`src/rtl/core/rvalu_pkg.sv`:
```
package rvalu_pkg;

    localparam int XLEN      = 32;
    localparam int FUNC_W    = 5;
    localparam int REG_IDX_W = 5;
    localparam int SHAMT_W   = 5;

    // One quotient bit is resolved in each divider stage.
    localparam int DIV_STEPS = XLEN;
    // Sideband line length: divider prep, its steps and its post stage.
    localparam int LINE_LEN  = DIV_STEPS + 2;

    typedef logic [FUNC_W-1:0] t_func;
    typedef logic [XLEN-1:0]   t_word;

    localparam t_func FN_ADD    = 5'd0;
    localparam t_func FN_SUB    = 5'd1;
    localparam t_func FN_XOR    = 5'd2;
    localparam t_func FN_OR     = 5'd3;
    localparam t_func FN_AND    = 5'd4;
    localparam t_func FN_SLL    = 5'd5;
    localparam t_func FN_SRL    = 5'd6;
    localparam t_func FN_SRA    = 5'd7;
    localparam t_func FN_SLT    = 5'd8;
    localparam t_func FN_SLTU   = 5'd9;
    localparam t_func FN_MUL    = 5'd10;
    localparam t_func FN_MULH   = 5'd11;
    localparam t_func FN_MULHSU = 5'd12;
    localparam t_func FN_MULHU  = 5'd13;
    localparam t_func FN_DIV    = 5'd14;
    localparam t_func FN_DIVU   = 5'd15;
    localparam t_func FN_REM    = 5'd16;
    localparam t_func FN_REMU   = 5'd17;

endpackage

```
`src/rtl/core/rvalu_mul.sv`:
```
module rvalu_mul
    import rvalu_pkg::*;
(
    input  logic  i_clk,
    input  logic  i_en,
    input  t_func i_func,
    input  t_word i_a,
    input  t_word i_b,
    output t_word o_result
);

    logic [2*XLEN-1:0] w_prod;
    logic [XLEN-1:0]   w_hi;
    logic [XLEN-1:0]   w_corr;

    // First stage: four half-width partial products and the signed correction.
    logic [XLEN-1:0] r_pp_ll, r_pp_lh, r_pp_hl, r_pp_hh, r_corr;
    logic            r_low;

    always_comb begin
        w_corr = '0;
        if (i_a[XLEN-1] && (i_func == FN_MULH || i_func == FN_MULHSU)) begin
            w_corr = i_b;
        end
        if (i_b[XLEN-1] && i_func == FN_MULH) begin
            w_corr = w_corr + i_a;
        end
    end

    always_ff @(posedge i_clk) begin
        if (i_en) begin
            r_pp_ll <= i_a[XLEN/2-1:0]    * i_b[XLEN/2-1:0];
            r_pp_lh <= i_a[XLEN/2-1:0]    * i_b[XLEN-1:XLEN/2];
            r_pp_hl <= i_a[XLEN-1:XLEN/2] * i_b[XLEN/2-1:0];
            r_pp_hh <= i_a[XLEN-1:XLEN/2] * i_b[XLEN-1:XLEN/2];
            r_corr  <= w_corr;
            r_low   <= (i_func == FN_MUL);
        end
    end

    // Second stage: sum the partial products and fix the high word.
    always_comb begin
        w_prod = {{XLEN{1'b0}}, r_pp_ll}
               + {{(XLEN/2){1'b0}}, r_pp_lh, {(XLEN/2){1'b0}}}
               + {{(XLEN/2){1'b0}}, r_pp_hl, {(XLEN/2){1'b0}}}
               + {r_pp_hh, {XLEN{1'b0}}};
        w_hi   = w_prod[2*XLEN-1:XLEN] - r_corr;
    end

    always_ff @(posedge i_clk) begin
        if (i_en) begin
            o_result <= r_low ? w_prod[XLEN-1:0] : w_hi;
        end
    end

endmodule

```
`config.mk`:
```
export PLATFORM = sky130hd
export DESIGN_NAME = rvalu_mul
export DESIGN_NICKNAME = d
export VERILOG_FILES = /design/src/rtl/core/rvalu_pkg.sv /design/src/rtl/core/rvalu_mul.sv
export SDC_FILE = /design/constraint.sdc
export NUM_CORES = 2
export LEC_CHECK = 0
export ABC_AREA = 1
export ABC_CLOCK_PERIOD_IN_PS = 16000
export BUFFER_PORTS_ARGS = -buffer_cell sky130_fd_sc_hd__clkbuf_2
export CORE_ASPECT_RATIO = 1.75
export CORE_MARGIN = 1
export CORE_UTILIZATION = 65
export DETAILED_ROUTE_END_ITERATION = 10
export MAX_ROUTING_LAYER = met4
export PLACE_DENSITY = 0.82
export RECOVER_POWER = 100
export SYNTH_ARGS = -nofsm -noshare
export SYNTH_HDL_FRONTEND = slang
export SYNTH_SLANG_ARGS = --single-unit
```
`constraint.sdc`:
```
create_clock -name i_clk -period 16 [get_ports i_clk]
set_input_delay 1.6 -clock i_clk [delete_from_list [all_inputs] [get_ports i_clk]]
set_output_delay 1.6 -clock i_clk [all_outputs]
set_load 0.05 [all_outputs]
```
==> After elaboration in Yosys (flattened, before gate mapping) <==
Index checks and enable logic that the tools add are counted.
Widths: inputs -> output; s select.
{ "word_totals": {"ff_bits": 193, "output_inout_bits": 32, "wordCells": 25} }
{ "classes": {"add_sub_neg": 5, "n_mul": 4, "eq_ne": 3, "n_mux": 3, "reduce_logical": 3} }
{ "op_table": {"columns": ["operator", "count"], "rows": [
  ["$mul 16x16->32", 4],
  ["$mux 32", 3],
  ["$add 50x64->64", 1],
  ["$add 49x48->50", 1],
  ["$add 32x48->49", 1],
  ["$add 32x32->32", 1],
  ["$sub 32x32->32", 1],
  ["$eq 5x4->1 const B", 3],
  ["$logic_and 1x1->1", 2],
  ["$logic_or 1x1->1", 1]
]} }

==> Longest topological paths before layout <==
{ "depth": {"ltp_word": 6, "ltp_mapped": 29, "mapped_depth_nobuf": 29} }

==> Worst setup path after synthesis <==
Ideal clock, no wire load.
{ "synth_path": {"kind": "input port to flip-flop", "start": "input port i_b[23]", "end": "register r_pp_hh[24], data pin", "setup_ns": 0.258, "arrival_time_ns": 6.496, "required_time_ns": 15.742, "setup_slack_ns": 9.245, "cell_stages": 21, "cell_sequence": "clkbuf_1 clkbuf_1 nand2_1 fa_1 inv_1 fa_1 inv_1 fa_1 inv_1 fa_1 fa_1 inv_1 fa_1 inv_1 ha_1 a21o_1 o21bai_1 a21oi_1 nand3_1 a21oi_1 xnor2_1"} }
{ "synth_between": {"elab_chain_len": 1} }
{ "synth_rtl": {"columns": ["item", "line", "text"], "rows": [
  ["from (decl)", "rvalu_mul.sv:8", "input t_word i_b,"],
  ["$mul 16x16->32", "rvalu_mul.sv:35", "r_pp_hh <= i_a[XLEN-1:XLEN/2] * i_b[XLEN-1:XLEN/2];"],
  ["to (signal assigned)", "rvalu_mul.sv:35", null],
  ["to (decl)", "rvalu_mul.sv:17", "logic [XLEN-1:0] r_pp_ll, r_pp_lh, r_pp_hl, r_pp_hh, r_corr;"]
]} }
No other way between the ends.
A chain may end at the register's enable or synchronous reset.

==> Final worst setup path <==
{ "layout_path": {"start": "input port i_en", "end": "register r_pp_hh[29] (enable)"} }
{ "layout_rtl": {"columns": ["item", "line", "text"], "rows": [
  ["from (decl)", "rvalu_mul.sv:5", "input logic i_en,"]
]} }
No word-level cell between the ends.

==> results.yml <==
yosys:
  synth_top_area_frac: 0.3290
  ys_ff_latch: 193
  synth.most_common_cell: "inv_1"
  synthArstFlopShare: 0
  syn_area_mm2: 0.04934
  syn_area_per_cell_um2: 7.669
  ys_seq_area_frac: 0.1175
  synth_cell_types: 48
  synth_top_flop_cell: "edfxtp_1"
  syn_nets: 7826
  netlist_instances: 6434
  synth_area_leaders: "fa_1, inv_1, ha_1"
  synth.top_cells.by_count: "inv_1, nand2_1, fa_1"
  synth_warnings: 0
  synth_area_leader_cell: "fa_1"
  synth-edff-count: 193
worst_setup_path:
  crit_required_ps: 16010
  crit_buf_inv: 3
  endpoint_kind: "flip-flop"
  critPathMaxStageDelay_ps: 3040
  crit_path_top_delay_cell: "clkbuf_1"
  critPathMostFrequentCell: "clkbuf_1"
  r2r_setup_slack_ps: 9380
  reg2regPathDepth: 22
  crit_family: "buffers and inverters"
  critPathMaxFanout: 68
  r2r_start: "r_pp_ll[17]"
  critPathKind: "primary input to flip-flop"
  r2r-end: "o_result[20]"
  critPathLaunch: "i_en"
  start_kind: "primary input"
  crit_arrival_ps: 10210
  cp_cell_sequence: "clkbuf_1 > clkbuf_1 > clkbuf_1"
routing:
  drt-total-wl_um: 159400
  drt.antenna.violating_nets: 0
  first_pass_iters: 6
  first_iter_violations: 3368
  vias_per_cell: 5.757
  vias: 42659
  drc: 0
  wire_per_inst_um: 21.52
cts:
  cts_buffers: 17
  clock-sinks: 193
  clock_path_buffers: 2
  ctsResizeCount: 0
  ctsHoldBuffers: 0
  cts_tree: "done"
  clock_latency_ps: 510
  postCtsSetupBuffers: 0
  cts_root_buf: "clkbuf_16"
  h-tree-depth: 4
  clk_pin_slew_ps: 90
timing:
  clock_skew_ps: 19.63
  min_period_ps: 10200
  setup_viol: 0
  tightest_slew_ps: 4133
  setup_ws_ps: 5800
  hold_viol: 0
  rsz0062_at_grt: "false"
  max_slew_margin: -1.755
  fmax_ghz: 0.09804
  fin_crit_sh: 0.6375
  fin_tns_setup_ps: 0
  maxSlewViolCount: 291
place:
  placed_cells: 7373
  io_buffers: 102
  place.gp.congestion: 1.062
  dp_hpwl_um: 127000
  post-place-ws_ps: 7882
die:
  initial_core_util: 0.6575
  io_pins: 103
  die_y_um: 366.5
  coreArea_mm2: 0.07505
  die_area_mm2: 0.07706
  row_count: 133
  dieWidth_um: 210.3
worst_hold_path:
  hold_class: "flip-flop to flip-flop"
  worstHoldStart: "r_pp_ll[12]"
  worst_hold_path.endpoint: "o_result[12]"
  min_path_cells: 2
final_layout:
  final_nets: 7772
  stdcell_count: 7410
  fillers: 6335
  area_delta_synth_final_pct: 3.527
  layout-drive-gt1-share: 0.02909
grt:
  grt_max_degree: 69
  grt_pass1_vias: 46317
  gr-total-overflow: 0
  track_usage: 0.4431
  grt_first_pass_wirelength_um: 248000
  antenna_found_initial: 6
outcome:
  run_status: "finished, violations left"
  violations: "capacitance limit, slew limit"
flow_run:
  maxCapViolations: 7
tightest hold or removal path, stage by stage, from the launching register on:
cell	delay [ps]
edfxtp_1	330
nand2_1	50
nand2_1	50
registers in the layout, indices dropped and copies added (netlist names):
signal and cells:
r_pp_hh 32, r_low 1, o_result 32, r_corr 32, r_pp_ll 32, r_pp_hl 32, r_pp_lh 32
cell usage in the layout (no fill, tap or decap), types with 4 or more instances in the layout:
cell type  synthesis  layout
a221oi_1           5       5
clkbuf_16          0      17
nor4_1             9      11
o21a_1            11      11
inv_1           1705    1705
inv_2              4       4
or2_2             11      11
a21boi_0          13      17
fa_1             811     811
nand3b_1          11      11
xor2_1            96      96
a21o_1            19      19
nand4_1           40      40
nor3_1            36      36
nand2_1         1688    1688
o21ai_1           17       5
o21ai_0          137     157
edfxtp_1         193     193
nand3_1          172     173
o21bai_1          33      33
nand2_2           13      13
a21oi_1          271     273
clkbuf_2           0      69
buf_4              1      34
nor2_2             8       8
ha_1             510     510
inv_8              0       4
diode_2            0       5
o211ai_1          13      14
clkbuf_1         208      38
xnor2_1           55      55
a31oi_1           17      17
nor2_1           278     278
cell type report:
type,count,area (µm²),share of cell area
repair buffers,141,743.2,0.01455
clock buffers,17,425.4,0.008327
multi-input cells,4318,36250,0.7096
diodes,5,12.51,0.0002449
clock inverters,15,178.9,0.003502
well taps,1012,1266,0.02479
inverters,1709,6415,0.1256
flip-flops and latches,193,5796,0.1134
worst max-delay path by stage:
stage,endpoint,slack [ps],depth (start not counted)
6_report,r_pp_hh[29],5800,3
5_1_grt,r_corr[24],5320,3
4_1_cts,r_pp_hl[26],8370,22
3_5_place_dp,r_pp_hl[26],7880,22
3_3_place_gp,r_pp_hl[26],7940,22
2_1_floorplan,r_pp_hh[24],9250,21
layer usage:
layer  vias up  share of wire  global-route usage
li1      19046              -                   -
met2      2303           0.50              0.7490
met3       784          0.089             0.08279
met4         0          0.092              0.3417
met1     20526           0.32              0.4504
met5         -              0                   -
logic make-up (layout without fill, tap and decap cells):
logic type                 Yosys count  after routing  share of synthesized area
buffers and inverters             1923           1882                     0.1464
adders and majority gates         1321           1321                     0.4583
and+or+nand+nor                   2285           2285                     0.1866
DFF                                193            193                     0.1175
other                                0              5                          0
xor gates and xnor gates           151            151                    0.02680
AOI/OAI and AO/OA                  561            561                    0.06443
per-stage QoR:
step	area [µm²]	hold slack [ps]	util
2_1_floorplan	49340	494.4	-
3_3_place_gp	50610	501.2	0.6744
3_5_place_dp	50610	514.3	0.6744
4_1_cts	51220	536.8	0.6824
5_1_grt	51090	558.3	0.6807
6_report	51090	531.0	0.6807
Power is not shown: default switching activity piles up to over one toggle a cycle in this logic, so the estimate is an artifact.
